**src/sv/fraction_arithmetic_unit_assert.svh**
```systemverilog
// Assertion macros for the fraction arithmetic unit datapath.
`ifndef FRACTION_ARITHMETIC_UNIT_ASSERT_SVH
`define FRACTION_ARITHMETIC_UNIT_ASSERT_SVH

// Same-cycle implication, checked at every clock edge outside reset.
`define FAU_ASSERT_NOW(label, ante, cons) \
	label: assert property (@(posedge clk) disable iff (!arst_n) (ante) |-> (cons)) \
		else $error("fraction arithmetic unit: assertion failed");

// Next-cycle implication, checked at every clock edge outside reset.
`define FAU_ASSERT_NEXT(label, ante, cons) \
	label: assert property (@(posedge clk) disable iff (!arst_n) (ante) |=> (cons)) \
		else $error("fraction arithmetic unit: assertion failed");

`endif

```
**src/sv/fau_pkg.sv**
```systemverilog
// Package with the shared types and constants of the fraction arithmetic unit.
`default_nettype none

package fau_pkg;

	// Default operand width and the fixed widths of the result fields.
	localparam int DEF_OPERAND_WIDTH = 16;
	localparam int NUM_OUT_W         = 33;
	localparam int DEN_OUT_W         = 32;

	// Operation codes carried by the op field.
	localparam logic [1:0] OP_ADD = 2'd0;
	localparam logic [1:0] OP_SUB = 2'd1;
	localparam logic [1:0] OP_MUL = 2'd2;
	localparam logic [1:0] OP_DIV = 2'd3;

	// Controller states.
	typedef enum logic [3:0] {
		ST_IDLE,
		ST_MUL0,
		ST_MUL1,
		ST_MUL2,
		ST_MUL3,
		ST_CHECK,
		ST_GCD,
		ST_DIVN,
		ST_NSTORE,
		ST_DIVD,
		ST_DSTORE,
		ST_DONE
	} fsm_state_t;

	// Datapath commands, one per cycle.
	typedef enum logic [3:0] {
		CMD_NONE,
		CMD_LOAD,
		CMD_MUL0,
		CMD_MUL1,
		CMD_MUL2,
		CMD_MUL3,
		CMD_CHECK,
		CMD_GCD_STEP,
		CMD_GCD_FINISH,
		CMD_DIV_STEP,
		CMD_NUM_STORE,
		CMD_DEN_STORE,
		CMD_OUT_LOAD
	} dp_cmd_t;

	// Controller to datapath.
	typedef struct packed {
		dp_cmd_t cmd;
	} ctl_t;

	// Datapath to controller.
	typedef struct packed {
		logic       den_zero;
		logic       gcd_done;
		logic       div_last;
		logic       out_busy;
	} stat_t;

endpackage

`default_nettype wire

```
**src/sv/fau_ctrl.sv**
```systemverilog
// Controller state machine that sequences the fraction arithmetic datapath.
`default_nettype none

module fau_ctrl
	import fau_pkg::*;
(
	input  wire logic  clk,
	input  wire logic  arst_n,
	input  wire logic  in_valid,
	output logic       in_stall,
	input  stat_t      stat,
	output ctl_t       ctl
);

	fsm_state_t state_q;
	fsm_state_t state_d;

	// State register.
	always_ff @(posedge clk or negedge arst_n) begin
		if (!arst_n) begin
			state_q <= ST_IDLE;
		end else begin
			state_q <= state_d;
		end
	end

	// Next state.
	always_comb begin
		state_d = state_q;
		unique case (state_q)
			ST_IDLE: begin
				if (in_valid) state_d = ST_MUL0;
			end
			ST_MUL0:   state_d = ST_MUL1;
			ST_MUL1:   state_d = ST_MUL2;
			ST_MUL2:   state_d = ST_MUL3;
			ST_MUL3:   state_d = ST_CHECK;
			ST_CHECK: begin
				state_d = stat.den_zero ? ST_DONE : ST_GCD;
			end
			ST_GCD: begin
				if (stat.gcd_done) state_d = ST_DIVN;
			end
			ST_DIVN: begin
				if (stat.div_last) state_d = ST_NSTORE;
			end
			ST_NSTORE: state_d = ST_DIVD;
			ST_DIVD: begin
				if (stat.div_last) state_d = ST_DSTORE;
			end
			ST_DSTORE: state_d = ST_DONE;
			ST_DONE: begin
				if (!stat.out_busy) state_d = ST_IDLE;
			end
			default:   state_d = ST_IDLE;
		endcase
	end

	// Outputs: datapath command and input stall.
	always_comb begin
		ctl.cmd  = CMD_NONE;
		in_stall = (state_q != ST_IDLE);
		unique case (state_q)
			ST_IDLE:   ctl.cmd = in_valid ? CMD_LOAD : CMD_NONE;
			ST_MUL0:   ctl.cmd = CMD_MUL0;
			ST_MUL1:   ctl.cmd = CMD_MUL1;
			ST_MUL2:   ctl.cmd = CMD_MUL2;
			ST_MUL3:   ctl.cmd = CMD_MUL3;
			ST_CHECK:  ctl.cmd = CMD_CHECK;
			ST_GCD:    ctl.cmd = stat.gcd_done ? CMD_GCD_FINISH : CMD_GCD_STEP;
			ST_DIVN:   ctl.cmd = CMD_DIV_STEP;
			ST_NSTORE: ctl.cmd = CMD_NUM_STORE;
			ST_DIVD:   ctl.cmd = CMD_DIV_STEP;
			ST_DSTORE: ctl.cmd = CMD_DEN_STORE;
			ST_DONE:   ctl.cmd = stat.out_busy ? CMD_NONE : CMD_OUT_LOAD;
			default:   ctl.cmd = CMD_NONE;
		endcase
	end

endmodule

`default_nettype wire

```
**src/sv/fau_datapath.sv**
```systemverilog
// Datapath: shared multiplier, binary GCD unit, restoring divider and output register.
`default_nettype none
`include "fraction_arithmetic_unit_assert.svh"

module fau_datapath
	import fau_pkg::*;
#(
	parameter int OPERAND_WIDTH = DEF_OPERAND_WIDTH
) (
	input  wire logic                        clk,
	input  wire logic                        arst_n,
	input  wire logic [1:0]                  op,
	input  wire logic signed [OPERAND_WIDTH-1:0] a_num,
	input  wire logic signed [OPERAND_WIDTH-1:0] a_den,
	input  wire logic signed [OPERAND_WIDTH-1:0] b_num,
	input  wire logic signed [OPERAND_WIDTH-1:0] b_den,
	input  ctl_t                             ctl,
	output stat_t                            stat,
	input  wire logic                        out_stall,
	output logic                             out_valid,
	output logic signed [NUM_OUT_W-1:0]      res_num,
	output logic signed [DEN_OUT_W-1:0]      res_den,
	output logic                             zero_den
);

	localparam int W  = OPERAND_WIDTH;
	// Internal word: exact sum of two products, capped at a 64-bit wrapping word.
	localparam int NW = (2 * W + 1 > 64) ? 64 : 2 * W + 1;
	localparam int CW = $clog2(NW);

	// Latched transaction operands.
	logic [1:0]          op_q;
	logic signed [W-1:0] an_q;
	logic signed [W-1:0] ad_q;
	logic signed [W-1:0] bn_q;
	logic signed [W-1:0] bd_q;

	// Multiplier.
	logic signed [W-1:0]   mul_x;
	logic signed [W-1:0]   mul_y;
	logic signed [2*W-1:0] prod_s1;
	logic [NW-1:0]         prod_ext;

	// Raw result, GCD and divider state.
	logic [NW-1:0] num_q;
	logic [NW-1:0] den_q;
	logic [NW-1:0] num_mag;
	logic [NW-1:0] den_mag;
	logic [NW-1:0] u_q;
	logic [NW-1:0] v_q;
	logic [CW-1:0] k_q;
	logic [NW-1:0] g_q;
	logic [NW-1:0] rem_q;
	logic [NW-1:0] quo_q;
	logic [CW-1:0] cnt_q;
	logic [NW:0]   div_shift;
	logic [NW:0]   div_trial;

	// Final values before the output register.
	logic [NW-1:0]        fn_q;
	logic [NW-1:0]        fd_q;
	logic                 flag_q;
	logic signed [63:0]   fn_ext;
	logic signed [63:0]   fd_ext;
	logic                 out_valid_q;

	// Operand selection for the shared multiplier.
	always_comb begin
		unique case (ctl.cmd)
			CMD_MUL0: begin
				mul_x = an_q;
				mul_y = (op_q == OP_MUL) ? bn_q : bd_q;
			end
			CMD_MUL1: begin
				mul_x = bn_q;
				mul_y = ad_q;
			end
			CMD_MUL2: begin
				mul_x = ad_q;
				mul_y = (op_q == OP_DIV) ? bn_q : bd_q;
			end
			default: begin
				mul_x = an_q;
				mul_y = bd_q;
			end
		endcase
	end

	// Sign extension, magnitudes and one divider step.
	assign prod_ext  = NW'(prod_s1);
	assign num_mag   = num_q[NW-1] ? (NW'(0) - num_q) : num_q;
	assign den_mag   = den_q[NW-1] ? (NW'(0) - den_q) : den_q;
	assign div_shift = {rem_q, quo_q[NW-1]};
	assign div_trial = div_shift - {1'b0, g_q};

	// Status toward the controller.
	assign stat.den_zero = (den_q == '0);
	assign stat.gcd_done = (u_q == '0);
	assign stat.div_last = (cnt_q == CW'(NW - 1));
	assign stat.out_busy = out_valid_q && out_stall;

	// Control registers: output valid and iteration counters.
	always_ff @(posedge clk or negedge arst_n) begin
		if (!arst_n) begin
			out_valid_q <= 1'b0;
			cnt_q       <= '0;
			k_q         <= '0;
		end else begin
			if (ctl.cmd == CMD_OUT_LOAD) begin
				out_valid_q <= 1'b1;
			end else if (out_valid_q && !out_stall) begin
				out_valid_q <= 1'b0;
			end
			priority case (ctl.cmd)
				CMD_CHECK:      k_q <= '0;
				CMD_GCD_STEP: begin
					if (!u_q[0] && !v_q[0]) k_q <= k_q + 1'b1;
				end
				default: ;
			endcase
			priority case (ctl.cmd)
				CMD_GCD_FINISH, CMD_NUM_STORE: cnt_q <= '0;
				CMD_DIV_STEP:                  cnt_q <= cnt_q + 1'b1;
				default: ;
			endcase
		end
	end

	// Payload registers.
	always_ff @(posedge clk) begin
		prod_s1 <= mul_x * mul_y;
		unique case (ctl.cmd)
			CMD_LOAD: begin
				op_q <= op;
				an_q <= a_num;
				ad_q <= a_den;
				bn_q <= b_num;
				bd_q <= b_den;
			end
			CMD_MUL1: begin
				num_q <= prod_ext;
			end
			CMD_MUL2: begin
				// Cross term only for addition and subtraction.
				if (op_q == OP_ADD) begin
					num_q <= num_q + prod_ext;
				end else if (op_q == OP_SUB) begin
					num_q <= num_q - prod_ext;
				end
			end
			CMD_MUL3: begin
				den_q <= prod_ext;
			end
			CMD_CHECK: begin
				u_q    <= num_mag;
				v_q    <= den_mag;
				fn_q   <= num_q;
				fd_q   <= den_q;
				flag_q <= (den_q == '0);
			end
			CMD_GCD_STEP: begin
				// Binary GCD: strip shared twos, strip lone twos, subtract odd pairs.
				priority if (!u_q[0] && !v_q[0]) begin
					u_q <= u_q >> 1;
					v_q <= v_q >> 1;
				end else if (!u_q[0]) begin
					u_q <= u_q >> 1;
				end else if (!v_q[0]) begin
					v_q <= v_q >> 1;
				end else if (u_q >= v_q) begin
					u_q <= (u_q - v_q) >> 1;
				end else begin
					v_q <= (v_q - u_q) >> 1;
				end
			end
			CMD_GCD_FINISH: begin
				g_q   <= v_q << k_q;
				quo_q <= num_mag;
				rem_q <= '0;
			end
			CMD_DIV_STEP: begin
				// Restoring division, one quotient bit per cycle.
				if (!div_trial[NW]) begin
					rem_q <= div_trial[NW-1:0];
					quo_q <= {quo_q[NW-2:0], 1'b1};
				end else begin
					rem_q <= div_shift[NW-1:0];
					quo_q <= {quo_q[NW-2:0], 1'b0};
				end
			end
			CMD_NUM_STORE: begin
				fn_q  <= num_q[NW-1] ? (NW'(0) - quo_q) : quo_q;
				quo_q <= den_mag;
				rem_q <= '0;
			end
			CMD_DEN_STORE: begin
				fd_q <= den_q[NW-1] ? (NW'(0) - quo_q) : quo_q;
			end
			CMD_OUT_LOAD: begin
				res_num  <= fn_ext[NUM_OUT_W-1:0];
				res_den  <= fd_ext[DEN_OUT_W-1:0];
				zero_den <= flag_q;
			end
			default: ;
		endcase
	end

	// Result fields take the low bits of the sign-extended final values.
	assign fn_ext    = 64'($signed(fn_q));
	assign fd_ext    = 64'($signed(fd_q));
	assign out_valid = out_valid_q;

	// The GCD operand v never reaches zero while the search runs.
	`FAU_ASSERT_NOW(a_gcd_v_nonzero, ctl.cmd == CMD_GCD_STEP, v_q != '0)
	// The divisor handed to the divider is never zero.
	`FAU_ASSERT_NEXT(a_div_g_nonzero, ctl.cmd == CMD_GCD_FINISH, g_q != '0)
	// The partial remainder stays below the divisor on every step.
	`FAU_ASSERT_NOW(a_div_rem_below, ctl.cmd == CMD_DIV_STEP, rem_q < g_q)
	// A flagged result always carries a zero denominator.
	`FAU_ASSERT_NOW(a_flag_den_zero, out_valid_q && zero_den, res_den == '0)

endmodule

`default_nettype wire

```
**src/sv/fraction_arithmetic_unit.sv**
```systemverilog
// Sequence: accept, multiply, check, then binary GCD steps until the search ends,
// then two restoring divisions, numerator and denominator, each followed by a store, then output.
// A zero denominator skips the GCD and both divisions. One transaction at a time.
// A finished result waits in the output register while the next transaction is accepted.
// Reset (arst_n low) returns the controller to idle and clears the output valid.
`default_nettype none

module fraction_arithmetic_unit
	import fau_pkg::*;
#(
	parameter int OPERAND_WIDTH = DEF_OPERAND_WIDTH
) (
	input  wire logic                            clk,
	input  wire logic                            arst_n,
	input  wire logic                            in_valid,
	output logic                                 in_stall,
	input  wire logic [1:0]                      op,
	input  wire logic signed [OPERAND_WIDTH-1:0] a_num,
	input  wire logic signed [OPERAND_WIDTH-1:0] a_den,
	input  wire logic signed [OPERAND_WIDTH-1:0] b_num,
	input  wire logic signed [OPERAND_WIDTH-1:0] b_den,
	output logic                                 out_valid,
	input  wire logic                            out_stall,
	output logic signed [NUM_OUT_W-1:0]          res_num,
	output logic signed [DEN_OUT_W-1:0]          res_den,
	output logic                                 zero_den
);

	ctl_t  ctl;
	stat_t stat;

	// Sequencer.
	fau_ctrl u_ctrl (
		.clk      (clk),
		.arst_n   (arst_n),
		.in_valid (in_valid),
		.in_stall (in_stall),
		.stat     (stat),
		.ctl      (ctl)
	);

	// Arithmetic and output register.
	fau_datapath #(
		.OPERAND_WIDTH (OPERAND_WIDTH)
	) u_datapath (
		.clk       (clk),
		.arst_n    (arst_n),
		.op        (op),
		.a_num     (a_num),
		.a_den     (a_den),
		.b_num     (b_num),
		.b_den     (b_den),
		.ctl       (ctl),
		.stat      (stat),
		.out_stall (out_stall),
		.out_valid (out_valid),
		.res_num   (res_num),
		.res_den   (res_den),
		.zero_den  (zero_den)
	);

endmodule

`default_nettype wire
```
**config.mk**
```make
export PLATFORM = sky130hd
export DESIGN_NAME = fraction_arithmetic_unit
export DESIGN_NICKNAME = d
export VERILOG_FILES = /design/src/sv/fau_pkg.sv /design/src/sv/fau_ctrl.sv /design/src/sv/fau_datapath.sv /design/src/sv/fraction_arithmetic_unit.sv
export VERILOG_INCLUDE_DIRS = /design/src /design/src/sv
export SDC_FILE = /design/constraint.sdc
export NUM_CORES = 2
export LEC_CHECK = 0
export ABC_CLOCK_PERIOD_IN_PS = 9750
export BUFFER_PORTS_ARGS = -buffer_cell sky130_fd_sc_hd__buf_2
export CAP_MARGIN = 10
export CELL_PAD_IN_SITES_DETAIL_PLACEMENT = 1
export CELL_PAD_IN_SITES_GLOBAL_PLACEMENT = 1
export CORE_MARGIN = 4
export CORE_UTILIZATION = 50
export DETAILED_ROUTE_END_ITERATION = 7
export PLACE_DENSITY = 0.8
export SETUP_SLACK_MARGIN = 0.5
export SKIP_CTS_REPAIR_TIMING = 1
export SYNTH_ARGS = -nofsm -noshare
export SYNTH_HDL_FRONTEND = slang
export SYNTH_HIERARCHICAL = 1
export SYNTH_SLANG_ARGS = --single-unit
```
**constraint.sdc**
```tcl
create_clock -name clk -period 9.75 [get_ports clk]
set_input_delay 0.975 -clock clk [delete_from_list [all_inputs] [get_ports clk]]
set_output_delay 0.975 -clock clk [all_outputs]
set_load 0.01 [all_outputs]
```
==> results_dict.tcl <==
set metrics [dict create \
    outcome "finished, final reports clean" \
    grt_overflow 0 \
    cp_num_cells 33 \
    skew_ns 0.0845 \
    clk_path_buf_depth 3 \
    path_buf_inv 5 \
    fin_crit_sh_pct 91.6 \
    start_kind "flip-flop" \
    ys_warn_count 6 \
    antenna_found_initial 6 \
    synth-async-reset-ratio_pct 3.56 \
    wl_met1_um 54700 \
    layout.nets 4981 \
    setup-violations-final 0 \
    crit_family "adder cells" \
    coreArea_um2 80400 \
    h-tree-depth 2 \
    finalWeightedCongestion 0.983 \
    clock_latency_ns 0.69 \
    slowest_stage "fa_1" \
    met2WireLength_um 67500 \
    dr.first_iter.drc_count 2883 \
    hold_viol_final 0 \
    routed.top_layer "met5" \
    maxCapViolCount 0 \
    drc 0 \
    viasPerCell 6.18 \
    grt_pass1_wl_um 214000 \
    synthesis.nets 4891 \
    syn_area_per_cell_um2 9.35 \
    dr.pass1.iters 5 \
    cts_root_buffer "clkbuf_16" \
    detailed_place_hpwl_um 108000 \
    hp-class "in -> async" \
    cts_tree "built" \
    cts_buffers 55 \
    post-route-min-period_ns 8.93 \
    cpMostUsedCell "fa_1" \
    required_ns 10.29 \
    synth_edf_count 428 \
    endpoint_kind "flip-flop" \
    slew_headroom_pct 20.2 \
    worst_slew_pin_slew_ns 1.20 \
    slowest_delay_ns 0.58 \
    wl_met3_um 9520 \
    io_buffers 137 \
    io_pins 138 \
    grt_pass1_vias 35764 \
    grt_start_max_net_pins 68 \
    r2r_setup_slack_ns 0.82 \
    layout-drive-gt1-share_pct 10.0 \
    routed_wl_um 141000 \
    initial_core_util_pct 50.4 \
    tns_ns 0 \
    vias 34191 \
    areaGrowthSynthToFinish_pct 10.6 \
    r2r_end "u_datapath/prod_s1[31]" \
    max_freq_mhz 112 \
    reg2reg_depth 33 \
    synth-seq-cells 477 \
    slew_violations 0 \
    syn-instance-count 4334 \
    synth_flop_cell "edfxtp_1" \
    critical_path.max_fanout 18 \
    yosysSeqAreaShare_pct 34.4 \
    arrival_ns 9.48 \
    synth_area_um2 40500 \
    critical_path_class "reg -> reg" \
    wl_per_cell_um 25.4 \
    clk_pin_slew_ns 0.07 \
    rsz0062_at_grt "no" \
    die_area_um2 85600 \
    drt.antenna.violating_nets 0 \
    reg2reg_from "u_datapath/u_q[28]" \
    die_height_um 293 \
    rows 104 \
    cts.sinks 477 \
    fp.dieW_um 293 \
    ys_types 97 \
    grt_use_total_pct 32.2 \
]
==> worst max path at each step <==
stage / from / endpoint / slack [ns]
final: u_datapath/u_q[28] / u_datapath/prod_s1[31] / 0.82
after global placement: u_datapath/u_q[24] / u_datapath/prod_s1[30] / 0.85
after floorplan: u_datapath/u_q[23] / u_datapath/prod_s1[31] / 1.20
after detailed placement: u_datapath/u_q[24] / u_datapath/prod_s1[30] / 0.42
after global routing: u_datapath/u_q[28] / u_datapath/prod_s1[31] / 0.45
after CTS: u_datapath/u_q[24] / u_datapath/prod_s1[30] / 0.35
==> cell usage after synthesis (20+ instances only) <==
| master | number | area, um2 |
|---|---|---|
| xnor2_1 | 148 | 1300 |
| a221oi_1 | 50 | 438 |
| and3_1 | 21 | 131 |
| nor2b_1 | 20 | 125 |
| clkbuf_1 | 187 | 702 |
| xor2_1 | 143 | 1250 |
| nand2_1 | 457 | 1720 |
| edfxtp_1 | 428 | 12900 |
| inv_1 | 477 | 1790 |
| or4_1 | 21 | 158 |
| a22oi_1 | 30 | 225 |
| o21bai_1 | 28 | 210 |
| o31ai_1 | 29 | 218 |
| or3_1 | 51 | 319 |
| fa_1 | 266 | 5330 |
| nor2_1 | 450 | 1690 |
| and2_1 | 36 | 225 |
| mux2i_1 | 54 | 541 |
| a21oi_1 | 309 | 1550 |
| a21o_1 | 75 | 563 |
| dfxtp_1 | 32 | 641 |
| nand2b_1 | 37 | 231 |
| nand3_1 | 56 | 280 |
| ha_1 | 221 | 2770 |
| a31oi_1 | 51 | 319 |
| o21a_1 | 23 | 173 |
| nor3_1 | 67 | 335 |
| a211oi_1 | 31 | 233 |
| o21ai_0 | 221 | 1110 |
| nand4_1 | 20 | 125 |
| mux4_2 | 22 | 495 |
==> stage by stage <==
| step | instance area (um2) | hold WS, ns | utilization [%] | std cells | setup WS [ns] |
|---|---|---|---|---|---|
| detailed placement | 42500 | 0.405 | 52.9 | 5410 | 0.418 |
| global route | 44800 | 0.304 | 55.7 | 5530 | 0.449 |
| floorplan | 40500 | 0.400 | - | 4334 | 1.20 |
| CTS | 44600 | 0.275 | 55.4 | 5513 | 0.346 |
| global placement | 42500 | 0.400 | 52.9 | 5410 | 0.853 |
| finish | 44800 | 0.289 | 55.7 | 5532 | 0.816 |
==> per-layer routing <==
layer / up-vias / GRT usage [%]
met5: - / 0
met4: 4 / 17.1
met3: 370 / 4.77
met2: 1329 / 54.1
met1: 17301 / 40.5
li1: 15187 / -
==> state kept, by name, summed over array words and instances, names as in the netlist, 2 cells and up <==
name / cells
u_datapath/rem_q: 33
u_datapath/bd_q: 16
u_datapath/res_den: 32
u_datapath/den_q: 32
u_datapath/g_q: 33
u_datapath/k_q: 6
u_datapath/bn_q: 16
u_datapath/u_q: 33
u_datapath/ad_q: 16
u_datapath/res_num: 33
u_ctrl/state_q: 4
u_datapath/cnt_q: 6
u_datapath/quo_q: 33
u_datapath/num_q: 33
u_datapath/fn_q: 33
u_datapath/prod_s1: 32
u_datapath/fd_q: 32
u_datapath/v_q: 33
u_datapath/an_q: 16
u_datapath/op_q: 2
==> cell usage in the layout, fill, tap and decap left out, types with 21 or more instances in the layout <==
cell | Yosys | final
inv_1 | 477 | 476
nand2_1 | 457 | 455
nor2_1 | 450 | 446
edfxtp_1 | 428 | 428
a21oi_1 | 309 | 308
fa_1 | 266 | 264
ha_1 | 221 | 220
o21ai_0 | 221 | 218
xnor2_1 | 148 | 148
xor2_1 | 143 | 143
buf_2 | 7 | 137
buf_4 | 1 | 108
a21o_1 | 75 | 75
nor3_1 | 67 | 61
clkbuf_16 | 0 | 56
nand3_1 | 56 | 54
mux2i_1 | 54 | 54
a31oi_1 | 51 | 51
or3_1 | 51 | 51
a221oi_1 | 50 | 50
nand2b_1 | 37 | 36
and2_1 | 36 | 33
dfxtp_1 | 32 | 32
a211oi_1 | 31 | 31
a22oi_1 | 30 | 30
o31ai_1 | 29 | 28
o21bai_1 | 28 | 27
o21a_1 | 23 | 23
mux4_2 | 22 | 22
or4_1 | 21 | 21
==> final cells by class <==
type / count / area (um2)
fillers: 9109 / 35600
multi-input cells: 3165 / 24200
flip-flops and latches: 477 / 13900
inverters: 479 / 1800
clock buffers: 74 / 1550
repair buffers: 246 / 1520
well taps: 1060 / 1330
clock inverters: 29 / 462
diodes: 2 / 5.00
==> kinds of logic after synthesis <==
| logic type | Yosys count | synth area share (%) |
|---|---|---|
| adders and majority gates | 487 | 20.0 |
| buffers and inverters | 692 | 6.50 |
| AOI/OAI and AO/OA | 991 | 15.5 |
| DFF | 477 | 34.4 |
| muxes | 80 | 2.67 |
| and+or+nand+nor | 1315 | 14.7 |
| other | 1 | 0.00926 |
| xor gates and xnor gates | 291 | 6.29 |
==> worst register-to-register path: cells and delay by family (launching register included) <==
kind,cells,cell delay (ns)
multiplexers,1,0.48
AO/OA/AOI/OAI,9,1.89
XOR/XNOR,1,0.13
flip-flops,1,0.50
buffers and inverters,5,0.78
AND/OR/NAND/NOR,10,1.93
adder cells (fa/ha/maj),7,3.07
Power is left out: the tool's default activity adds up to more than one toggle a clock period on the data nets, which glitch-free logic cannot reach.
